--- src/hdl/ist_pkg.sv ---
// Shared types and constants for the interval step timer.
// Used by ist_ctrl, ist_outq and interval_step_timer_core; no dependencies.
package ist_pkg;

  localparam int MAX_STEPS = 16;
  localparam int IDX_W     = $clog2(MAX_STEPS);
  localparam int CNT_W     = $clog2(MAX_STEPS + 1);
  localparam int SEC_W     = 16;
  localparam int MS_W      = 10;
  localparam int DMS_W     = 12;
  localparam int CFG_W     = 5;

  localparam logic [CNT_W-1:0] MAX_STEPS_CNT = CNT_W'(MAX_STEPS);
  localparam logic [MS_W-1:0]  MS_PER_SEC    = 10'd1000;
  localparam logic [DMS_W-1:0] DONE_HOLD_MS  = 12'd3000;
  localparam logic [SEC_W-1:0] NO_MARK       = 16'hFFFF;
  localparam logic [3:0]       NO_SECOND     = 4'hF;

  localparam logic CFG_NUM_STEPS = 1'b0;
  localparam logic CFG_VOLUME    = 1'b1;

  typedef enum logic [2:0] {
    CMD_TICK   = 3'd0,
    CMD_START  = 3'd1,
    CMD_PAUSE  = 3'd2,
    CMD_RESUME = 3'd3,
    CMD_SKIP   = 3'd4,
    CMD_RESET  = 3'd5,
    CMD_LOAD   = 3'd6
  } cmd_e;

  typedef enum logic [2:0] {
    CUE_NONE     = 3'd0,
    CUE_START    = 3'd1,
    CUE_THIRTY   = 3'd2,
    CUE_SECOND   = 3'd3,
    CUE_FINAL3   = 3'd4,
    CUE_STEP_END = 3'd5,
    CUE_DONE     = 3'd6
  } cue_e;

  localparam logic [1:0] PHC_READY = 2'd0;
  localparam logic [1:0] PHC_RUN   = 2'd1;
  localparam logic [1:0] PHC_PAUSE = 2'd2;
  localparam logic [1:0] PHC_DONE  = 2'd3;

  // One request's outcome: up to two cues plus the state after the request.
  typedef struct packed {
    cue_e             cue0;
    cue_e             cue1;
    logic             two;
    logic [1:0]       phase;
    logic [CNT_W-1:0] step;
    logic [SEC_W-1:0] secs;
  } rec_t;

endpackage

--- src/hdl/interval_step_timer_core.sv ---
// Channel   Dir  Fields (lowest bit first)
// s_t*      in   cmd[2:0], step_index[6:3], step_duration[22:7], step_end_cue[23]
// m_t*      out  cue[2:0], phase[4:3], step_now[9:5], seconds_left[25:10]; last on tlast
// cfg_*     in   index 0 num_steps, index 1 volume_level; taken when cfg_we_i is high
// A request is decoded and the sequencer state updated in the cycle it is accepted.
// Its outcome is registered in a two-entry result queue before it is offered on m_t*.
// A request yields one beat, or two when a step-end cue precedes a start or done cue,
// so with m_tready_i high it takes one request per cycle, fewer for two-beat outcomes.
// After reset the block is ready at once; a stalled output fills the queue and drops s_tready_o.
module interval_step_timer_core import ist_pkg::*; (
  input  logic             clk_i,
  input  logic             rst_ni,
  input  logic             s_tvalid_i,
  output logic             s_tready_o,
  input  logic [23:0]      s_tdata_i,   // cmd, step_index, step_duration, step_end_cue
  output logic             m_tvalid_o,
  input  logic             m_tready_i,
  output logic [31:0]      m_tdata_o,   // cue, phase, step_now, seconds_left, zero fill
  output logic             m_tlast_o,
  input  logic             cfg_we_i,
  input  logic             cfg_idx_i,
  input  logic [CFG_W-1:0] cfg_wdata_i
);

  logic             fire;
  rec_t             rec;
  logic [2:0]       cue;
  logic [1:0]       phase;
  logic [CNT_W-1:0] step;
  logic [SEC_W-1:0] secs;

  assign fire = s_tvalid_i && s_tready_o;

  ist_ctrl u_ctrl (
    .clk_i      (clk_i),
    .rst_ni     (rst_ni),
    .fire_i     (fire),
    .cmd_i      (s_tdata_i[2:0]),
    .idx_i      (s_tdata_i[6:3]),
    .dur_i      (s_tdata_i[22:7]),
    .flag_i     (s_tdata_i[23]),
    .cfg_we_i   (cfg_we_i),
    .cfg_idx_i  (cfg_idx_i),
    .cfg_wdata_i(cfg_wdata_i),
    .rec_o      (rec)
  );

  ist_outq u_outq (
    .clk_i  (clk_i),
    .rst_ni (rst_ni),
    .push_i (fire),
    .rec_i  (rec),
    .ready_o(s_tready_o),
    .valid_o(m_tvalid_o),
    .take_i (m_tready_i),
    .cue_o  (cue),
    .phase_o(phase),
    .step_o (step),
    .secs_o (secs),
    .last_o (m_tlast_o)
  );

  assign m_tdata_o = {6'b0, secs, step, phase, cue};

endmodule

--- src/hdl/ist_ctrl.sv ---
// Sequencer state, step table and cue generation for one request per cycle.
// Depends on ist_pkg.
module ist_ctrl import ist_pkg::*; (
  input  logic             clk_i,
  input  logic             rst_ni,
  input  logic             fire_i,
  input  logic [2:0]       cmd_i,
  input  logic [IDX_W-1:0] idx_i,
  input  logic [SEC_W-1:0] dur_i,
  input  logic             flag_i,
  input  logic             cfg_we_i,
  input  logic             cfg_idx_i,
  input  logic [CFG_W-1:0] cfg_wdata_i,
  output rec_t             rec_o
);

  typedef enum logic [3:0] {
    PH_READY = 4'b0001,
    PH_RUN   = 4'b0010,
    PH_PAUSE = 4'b0100,
    PH_DONE  = 4'b1000
  } phase_e;

  phase_e           phase_q, phase_d;
  logic [CNT_W-1:0] sc_q, sc_d;
  logic [SEC_W-1:0] sec_q, sec_d;
  logic [MS_W-1:0]  ms_q, ms_d;
  logic [DMS_W-1:0] dms_q, dms_d;
  logic [SEC_W-1:0] l30_q, l30_d;
  logic [3:0]       lsec_q, lsec_d;
  logic [CNT_W-1:0] num_q;
  logic [1:0]       vol_q;

  logic [SEC_W-1:0] len_q [MAX_STEPS];
  logic             flg_q [MAX_STEPS];

  cmd_e             cmd;
  logic [CNT_W-1:0] active;
  logic [MS_W-1:0]  ms_inc;
  logic             ms_wrap;
  logic [DMS_W-1:0] dms_inc;
  logic [SEC_W-1:0] rem;
  logic [32:0]      prod;
  logic [11:0]      quo;
  logic [16:0]      m30;
  logic             is30;
  logic             do_ready, finish, begin_req, end_cue, mark_v;
  cue_e             mark_cue, beg_cue;
  logic [CNT_W-1:0] nsc;
  cue_e             c_a, c_b;
  logic             two;
  logic [1:0]       ph_code;

  assign cmd     = cmd_e'(cmd_i);
  assign active  = (num_q > MAX_STEPS_CNT) ? MAX_STEPS_CNT : num_q;
  assign ms_inc  = ms_q + 10'd1;
  assign ms_wrap = (ms_inc >= MS_PER_SEC);
  assign dms_inc = dms_q + 12'd1;
  assign rem     = (ms_wrap && sec_q != '0) ? sec_q - 16'd1 : sec_q;

  // Divisibility by thirty through a reciprocal multiply; exact for 16-bit values.
  assign prod = 33'(rem) * 33'd34953;
  assign quo  = prod[31:20];
  assign m30  = {quo, 5'b0} - {4'b0, quo, 1'b0};
  assign is30 = (m30[SEC_W-1:0] == rem);

  always_comb begin
    phase_d   = phase_q;
    sc_d      = sc_q;
    sec_d     = sec_q;
    ms_d      = ms_q;
    dms_d     = dms_q;
    l30_d     = l30_q;
    lsec_d    = lsec_q;
    do_ready  = 1'b0;
    finish    = 1'b0;
    begin_req = 1'b0;
    end_cue   = 1'b0;
    mark_v    = 1'b0;
    mark_cue  = CUE_NONE;
    beg_cue   = CUE_NONE;
    nsc       = sc_q;
    if (fire_i) begin
      unique case (cmd)
        CMD_TICK: begin
          if (phase_q == PH_DONE) begin
            if (dms_inc >= DONE_HOLD_MS) begin
              do_ready = 1'b1;
            end else begin
              dms_d = dms_inc;
            end
          end else if (phase_q == PH_RUN) begin
            ms_d  = ms_wrap ? '0 : ms_inc;
            sec_d = rem;
            if (rem == '0) begin
              finish = 1'b1;
            end else if (is30 && rem > 16'd10 && l30_q != rem) begin
              mark_v   = 1'b1;
              mark_cue = CUE_THIRTY;
              l30_d    = rem;
            end else if (rem <= 16'd10 && rem > 16'd3 && lsec_q != rem[3:0]) begin
              mark_v   = 1'b1;
              mark_cue = CUE_SECOND;
              lsec_d   = rem[3:0];
            end else if (rem <= 16'd3 && lsec_q != rem[3:0]) begin
              mark_v   = 1'b1;
              mark_cue = CUE_FINAL3;
              lsec_d   = rem[3:0];
            end
          end
        end
        CMD_START: begin
          if (phase_q == PH_READY) begin
            begin_req = 1'b1;
          end
        end
        CMD_PAUSE: begin
          if (phase_q == PH_RUN) begin
            phase_d = PH_PAUSE;
          end
        end
        CMD_RESUME: begin
          if (phase_q == PH_PAUSE) begin
            phase_d = PH_RUN;
            ms_d    = '0;
          end
        end
        CMD_SKIP: begin
          if (phase_q == PH_RUN || phase_q == PH_PAUSE) begin
            finish = 1'b1;
          end
        end
        CMD_RESET: begin
          do_ready = 1'b1;
        end
        default: begin
        end
      endcase
    end

    if (do_ready) begin
      sc_d    = '0;
      sec_d   = len_q[0];
      phase_d = PH_READY;
      ms_d    = '0;
      dms_d   = '0;
      l30_d   = NO_MARK;
      lsec_d  = NO_SECOND;
    end

    if (finish) begin
      end_cue   = (sc_q < MAX_STEPS_CNT) && flg_q[sc_q[IDX_W-1:0]];
      begin_req = 1'b1;
      nsc       = (sc_q < MAX_STEPS_CNT) ? sc_q + 5'd1 : sc_q;
    end

    if (begin_req) begin
      sc_d = nsc;
      if (nsc >= active) begin
        phase_d = PH_DONE;
        dms_d   = '0;
        beg_cue = CUE_DONE;
      end else begin
        sec_d   = len_q[nsc[IDX_W-1:0]];
        ms_d    = '0;
        phase_d = PH_RUN;
        l30_d   = NO_MARK;
        lsec_d  = NO_SECOND;
        beg_cue = CUE_START;
      end
    end
  end

  always_comb begin
    c_a = CUE_NONE;
    c_b = CUE_NONE;
    two = 1'b0;
    if (mark_v) begin
      c_a = mark_cue;
    end else if (begin_req) begin
      if (end_cue) begin
        c_a = CUE_STEP_END;
        c_b = beg_cue;
        two = 1'b1;
      end else begin
        c_a = beg_cue;
      end
    end
    if (vol_q == 2'd0) begin
      c_a = CUE_NONE;
      c_b = CUE_NONE;
      two = 1'b0;
    end
  end

  always_comb begin
    unique case (phase_d)
      PH_READY: ph_code = PHC_READY;
      PH_RUN:   ph_code = PHC_RUN;
      PH_PAUSE: ph_code = PHC_PAUSE;
      PH_DONE:  ph_code = PHC_DONE;
      default:  ph_code = PHC_READY;
    endcase
  end

  assign rec_o = '{cue0: c_a, cue1: c_b, two: two, phase: ph_code, step: sc_d, secs: sec_d};

  always_ff @(posedge clk_i or negedge rst_ni) begin
    if (!rst_ni) begin
      phase_q <= PH_READY;
      sc_q    <= '0;
      sec_q   <= '0;
      ms_q    <= '0;
      dms_q   <= '0;
      l30_q   <= NO_MARK;
      lsec_q  <= NO_SECOND;
    end else begin
      phase_q <= phase_d;
      sc_q    <= sc_d;
      sec_q   <= sec_d;
      ms_q    <= ms_d;
      dms_q   <= dms_d;
      l30_q   <= l30_d;
      lsec_q  <= lsec_d;
    end
  end

  always_ff @(posedge clk_i or negedge rst_ni) begin
    if (!rst_ni) begin
      num_q <= 5'd1;
      vol_q <= 2'd1;
    end else if (cfg_we_i) begin
      if (cfg_idx_i == CFG_NUM_STEPS) begin
        num_q <= cfg_wdata_i;
      end
      if (cfg_idx_i == CFG_VOLUME) begin
        vol_q <= cfg_wdata_i[1:0];
      end
    end
  end

  always_ff @(posedge clk_i) begin
    if (fire_i && cmd == CMD_LOAD) begin
      len_q[idx_i] <= dur_i;
      flg_q[idx_i] <= flag_i;
    end
  end

`ifndef NO_ASSERTIONS
  a_ms_range: assert property (@(posedge clk_i) disable iff (!rst_ni)
    ms_q < MS_PER_SEC) else $error("ms count out of range");
  a_dms_range: assert property (@(posedge clk_i) disable iff (!rst_ni)
    dms_q < DONE_HOLD_MS) else $error("done hold count out of range");
  a_lsec_range: assert property (@(posedge clk_i) disable iff (!rst_ni)
    (lsec_q <= 4'd10 || lsec_q == NO_SECOND)) else $error("bad last second");
  a_reset_cmd: assert property (@(posedge clk_i) disable iff (!rst_ni)
    (fire_i && cmd == CMD_RESET) |=> (phase_q == PH_READY && sc_q == '0))
    else $error("reset request did not return to ready");
  a_step_range: assert property (@(posedge clk_i) disable iff (!rst_ni)
    sc_q <= MAX_STEPS_CNT) else $error("step counter out of range");
`endif

endmodule

--- src/hdl/ist_outq.sv ---
// Two-entry result queue that splits each request's outcome into one or two
// stream beats. Depends on ist_pkg.
module ist_outq import ist_pkg::*; (
  input  logic             clk_i,
  input  logic             rst_ni,
  input  logic             push_i,
  input  rec_t             rec_i,
  output logic             ready_o,
  output logic             valid_o,
  input  logic             take_i,
  output logic [2:0]       cue_o,
  output logic [1:0]       phase_o,
  output logic [CNT_W-1:0] step_o,
  output logic [SEC_W-1:0] secs_o,
  output logic             last_o
);

  rec_t       buf_q [2];
  logic       wr_q, rd_q, sub_q;
  logic [1:0] cnt_q, cnt_d;
  rec_t       head;
  logic       pop;

  assign head    = buf_q[rd_q];
  assign ready_o = (cnt_q != 2'd2);
  assign valid_o = (cnt_q != 2'd0);
  assign last_o  = !head.two || sub_q;
  assign cue_o   = sub_q ? head.cue1 : head.cue0;
  assign phase_o = head.phase;
  assign step_o  = head.step;
  assign secs_o  = head.secs;
  assign pop     = valid_o && take_i && last_o;

  always_comb begin
    cnt_d = cnt_q;
    if (push_i && !pop) begin
      cnt_d = cnt_q + 2'd1;
    end else if (!push_i && pop) begin
      cnt_d = cnt_q - 2'd1;
    end
  end

  always_ff @(posedge clk_i or negedge rst_ni) begin
    if (!rst_ni) begin
      wr_q  <= 1'b0;
      rd_q  <= 1'b0;
      sub_q <= 1'b0;
      cnt_q <= '0;
    end else begin
      cnt_q <= cnt_d;
      if (push_i) begin
        wr_q <= !wr_q;
      end
      if (pop) begin
        rd_q  <= !rd_q;
        sub_q <= 1'b0;
      end else if (valid_o && take_i) begin
        sub_q <= 1'b1;
      end
    end
  end

  always_ff @(posedge clk_i) begin
    if (push_i) begin
      buf_q[wr_q] <= rec_i;
    end
  end

`ifndef NO_ASSERTIONS
  a_no_overflow: assert property (@(posedge clk_i) disable iff (!rst_ni)
    push_i |-> (cnt_q != 2'd2 || pop)) else $error("result queue overflow");
  a_cnt_range: assert property (@(posedge clk_i) disable iff (!rst_ni)
    cnt_q != 2'd3) else $error("result queue count out of range");
  a_sub_head: assert property (@(posedge clk_i) disable iff (!rst_ni)
    sub_q |-> (valid_o && head.two)) else $error("second beat without a second cue");
  a_ptr_cnt: assert property (@(posedge clk_i) disable iff (!rst_ni)
    (cnt_q == 2'd1) |-> (wr_q != rd_q)) else $error("queue pointers disagree with count");
`endif

endmodule
--- config.mk ---
export PLATFORM = sky130hd
export DESIGN_NAME = interval_step_timer_core
export DESIGN_NICKNAME = d
export VERILOG_FILES = /design/src/hdl/ist_pkg.sv /design/src/hdl/interval_step_timer_core.sv /design/src/hdl/ist_ctrl.sv /design/src/hdl/ist_outq.sv
export SDC_FILE = /design/constraint.sdc
export NUM_CORES = 1
export LEC_CHECK = 0
export BUFFER_PORTS_ARGS = -buffer_cell sky130_fd_sc_hd__buf_2
export CAP_MARGIN = 30
export CELL_PAD_IN_SITES_DETAIL_PLACEMENT = 2
export CELL_PAD_IN_SITES_GLOBAL_PLACEMENT = 2
export CORE_ASPECT_RATIO = 1.1
export CORE_UTILIZATION = 40
export CTS_BUF_LIST = sky130_fd_sc_hd__clkbuf_8
export DETAILED_ROUTE_END_ITERATION = 12
export PLACE_DENSITY = 0.76
export SYNTH_ARGS = -nofsm -noshare
export SYNTH_HDL_FRONTEND = slang
export SYNTH_HIERARCHICAL = 1
export SYNTH_SLANG_ARGS = --single-unit
--- constraint.sdc ---
create_clock -name clk_i -period 9.3 [get_ports clk_i]
set_input_delay 0.465 -clock clk_i [delete_from_list [all_inputs] [get_ports clk_i]]
set_output_delay 0.465 -clock clk_i [all_outputs]
set_load 0.05 [all_outputs]
==> metrics.cfg <==
[clock_tree]
htreeDepth=3
clock_sink_count=411
cts_tree=done
clock_insertion_delay_worst_skew_ps=660
root_buffer=sky130_fd_sc_hd__clkbuf_8
cts.path.max_buffers=3
cts_buffers=73
clk_pin_slew_worst_paths_ps=60

[synth]
synth_edf_count=332
combinational_family_with_the_most_area_after_synthesis=simple AND/OR/NAND/NOR gates
synth_compound_gate_area_share_pct=11.09
synth_xor_area_share_pct=3.550
mappedNetlistArea_sq_mm=0.02259
number_of_library_cell_types_mapped_by_synthesis=100
postSynthCellCount=2008
synth_largest_area_cell=sky130_fd_sc_hd__edfxtp_1
synth_area_per_cell_sq_um=11.25
ys_top_cells_by_count=sky130_fd_sc_hd__edfxtp_1 (332), sky130_fd_sc_hd__nand2_1 (298), sky130_fd_sc_hd__nor2_1 (120)
synth_adder_area_share_pct=7.976
synth.area.mux_share_pct=5.151
most_used_standard_cell_by_instance_count_after_synthesis=sky130_fd_sc_hd__edfxtp_1
synth-async-reset-ratio_pct=19.22
share_of_the_yosys_chip_area_belonging_to_registers_pct=53.01
ys_ff_latch=411
yosysWarnings=6
synth_top_area_share_pct=44.13
post_synth_and_or_nand_nor_area_fraction_pct=15.82
synthTopCellsByArea=sky130_fd_sc_hd__edfxtp_1 (44%), sky130_fd_sc_hd__dfrtp_1 (6.2%), sky130_fd_sc_hd__ha_1 (6.2%), sky130_fd_sc_hd__nand2_1 (5.0%), sky130_fd_sc_hd__dfstp_2 (2.7%)
yosys_most_used_dff=sky130_fd_sc_hd__edfxtp_1

[outcome]
status=completed

[floorplanning]
floorplan.die_area_sq_mm=0.05743
chipWidth_microns=228.6
start_util_pct=40.41
std_cell_rows=91
area_of_the_placeable_core_sq_mm=0.05590
floorplan.die.height_microns=251.2
floorplan.io_pins=70

[sta]
min_period_over_period_pct=97.75
whs_ps=83.21
setup-violations-final=0
worstMarginPinSlew_ps=958.0
maxClockFrequency_mhz=110.0
min_tclk_post_route_ps=9091
max-slew-margin-rel_pct=36.14
pins_over_their_slew_limit=0
finalHoldViolCount=0
fin_skew_ps=46.99

[grt]
grt_busiest_layer=met2
antenna_found_initial=3
grt_use_met2_pct=48.78
via_count_of_the_first_global_routing_pass=19630
grt_overflow_total=0
largest_net_degree_at_the_start_of_global_routing=68
grtUsageTotal_pct=27.03
grt_pass1_wl_microns=118300
grt_util_met3_pct=3.800
grtUsageMet1_pct=31.76

[route]
postRouteWirelength_microns=78130
drc=0
wl_per_cell_microns=26.09
route.vias.total=17560
route.detailed.vias_per_inst=5.866
first_iter_violations=984
route.antenna.remaining_nets=0
dr.pass1.iters=5

[final_layout]
fin_cells=2994
final_net_count=2355
final_util_pct=47.61
drive_above_1_share_pct=21.45
fin_area_sq_mm=0.02661
area_delta_synth_final_pct=17.81
filler_cell_count=5574

[flow_run]
max-cap-violations=0

[place]
gp_congestion=0.8839
detailedPlacementHpwl_microns=54140
placement.io_buffers=63
placed_cell_area_sq_mm=0.02454
dp.cells=2835

[worst_hold_path]
holdCritStartpoint=cfg_wdata_i[2]
hold_path.class=in -> reg

[setup_path]
worst_endpoint_required_time_ps=9740
critical-path-max-stage-delay_ps=590
path_class=reg -> reg
worst_setup_path_start_kind=flip-flop
wp_data_arrival_ps=9530
setup.worst_path.start=u_ctrl/ms_q[1]
crit_path_top_delay_cell=sky130_fd_sc_hd__or4b_4
worst-path-max-fanout=8
r2r-start=u_ctrl/ms_q[1]
worst_setup_path_end_kind=flip-flop

through the flow:
step	setup WS, ps	setup TNS, ps
4_1_cts	7.856	0
2_1_floorplan	5.524	0
6_report	209.1	0
3_3_place_gp	-451.3	-8706
5_1_grt	-102.6	-1289
3_5_place_dp	-875.7	-19570
repair_timing:
item | CTS | global route
setup buffers | 7 | 11
hold endpoints to repair | 41 | 0
hold buffers | 5 | 0
pin swaps | 7 | 29
setup endpoints to repair | 28 | 28
gates cloned | 0 | 0
resized for setup | 12 | 53
logic make-up after synthesis:
kind of cell    Yosys count
other cells               1
compound gates          349
xor+xnor                 90
flops                   411
mux                      98
fa+ha+maj               133
simple gates            749
buf+inv                 177
cell usage in the layout, fill, tap and decap left out, types with 15 or more instances in the layout:
| cell | synthesis | routed |
|---|---|---|
| sky130_fd_sc_hd__ha_1 | 112 | 104 |
| sky130_fd_sc_hd__mux2i_1 | 54 | 53 |
| sky130_fd_sc_hd__o211ai_1 | 25 | 25 |
| sky130_fd_sc_hd__a21o_1 | 20 | 20 |
| sky130_fd_sc_hd__dfstp_2 | 23 | 23 |
| sky130_fd_sc_hd__mux2_2 | 33 | 33 |
| sky130_fd_sc_hd__clkbuf_8 | 0 | 81 |
| sky130_fd_sc_hd__o21ai_0 | 51 | 51 |
| sky130_fd_sc_hd__and3_1 | 20 | 16 |
| sky130_fd_sc_hd__inv_1 | 74 | 93 |
| sky130_fd_sc_hd__buf_2 | 17 | 62 |
| sky130_fd_sc_hd__xnor2_1 | 58 | 54 |
| sky130_fd_sc_hd__nor3_1 | 44 | 39 |
| sky130_fd_sc_hd__buf_4 | 9 | 125 |
| sky130_fd_sc_hd__o21ai_1 | 17 | 15 |
| sky130_fd_sc_hd__nand3_1 | 107 | 105 |
| sky130_fd_sc_hd__nand2_1 | 298 | 298 |
| sky130_fd_sc_hd__a21oi_1 | 65 | 64 |
| sky130_fd_sc_hd__dfrtp_1 | 56 | 55 |
| sky130_fd_sc_hd__nor2_2 | 2 | 17 |
| sky130_fd_sc_hd__edfxtp_1 | 332 | 332 |
| sky130_fd_sc_hd__fa_1 | 19 | 17 |
| sky130_fd_sc_hd__xor2_1 | 31 | 27 |
| sky130_fd_sc_hd__a32oi_1 | 31 | 30 |
| sky130_fd_sc_hd__nor2_1 | 120 | 104 |
| sky130_fd_sc_hd__nand4_1 | 50 | 50 |
worst max-delay path: cells and delay by family (launching register included):
kind                     cells  cell delay, ps
buffers and inverters        7            1210
flip-flops                   1             350
AO/OA/AOI/OAI                7            2070
AND/OR/NAND/NOR             14            3020
adder cells (fa/ha/maj)      6            1980
XOR/XNOR                     1             200
metal layers:
layer	routed length, microns	part of all wire, %
met3	2930	3.8
met1	31170	40
met5	0	0
met4	2866	3.7
met2	41160	53
sequential cells by signal, summed over array words and instances (netlist names), 5 cells and up:
name,count
u_outq/buf_q,60
u_ctrl/sec_q,16
u_ctrl/dms_q,12
u_ctrl/sc_q,5
u_ctrl/l30_q,16
u_ctrl/num_q,5
u_ctrl/flg_q,16
u_ctrl/len_q,256
u_ctrl/ms_q,10
area by class of cell:
cell class | instances | area (sq um) | share of cell area, %
repair buffers | 201 | 1483 | 5.571
clock inverters | 52 | 364.1 | 1.368
multi-input cells | 1425 | 10450 | 39.25
diodes | 3 | 7.507 | 0.02821
flip-flops and latches | 411 | 11980 | 45.00
inverters | 77 | 291.5 | 1.095
well taps | 744 | 930.9 | 3.498
clock buffers | 81 | 1115 | 4.189
final timing paths:
check / to / slack [ps] / cells after the start
max: u_outq/buf_q[1][26] / 210 / 35
min: u_ctrl/num_q[2] / 80 / 2
max reg2reg: u_outq/buf_q[1][26] / 210 / 35
min reg2reg: u_ctrl/l30_q[0] / 520 / 2
max in group asynchronous: u_ctrl/lsec_q[3] / 8370 / 3
min in group asynchronous: u_outq/cnt_q[1] / 240 / 2
Power is not shown: default switching activity piles up to over one toggle a cycle in this logic, so the estimate is an artifact.
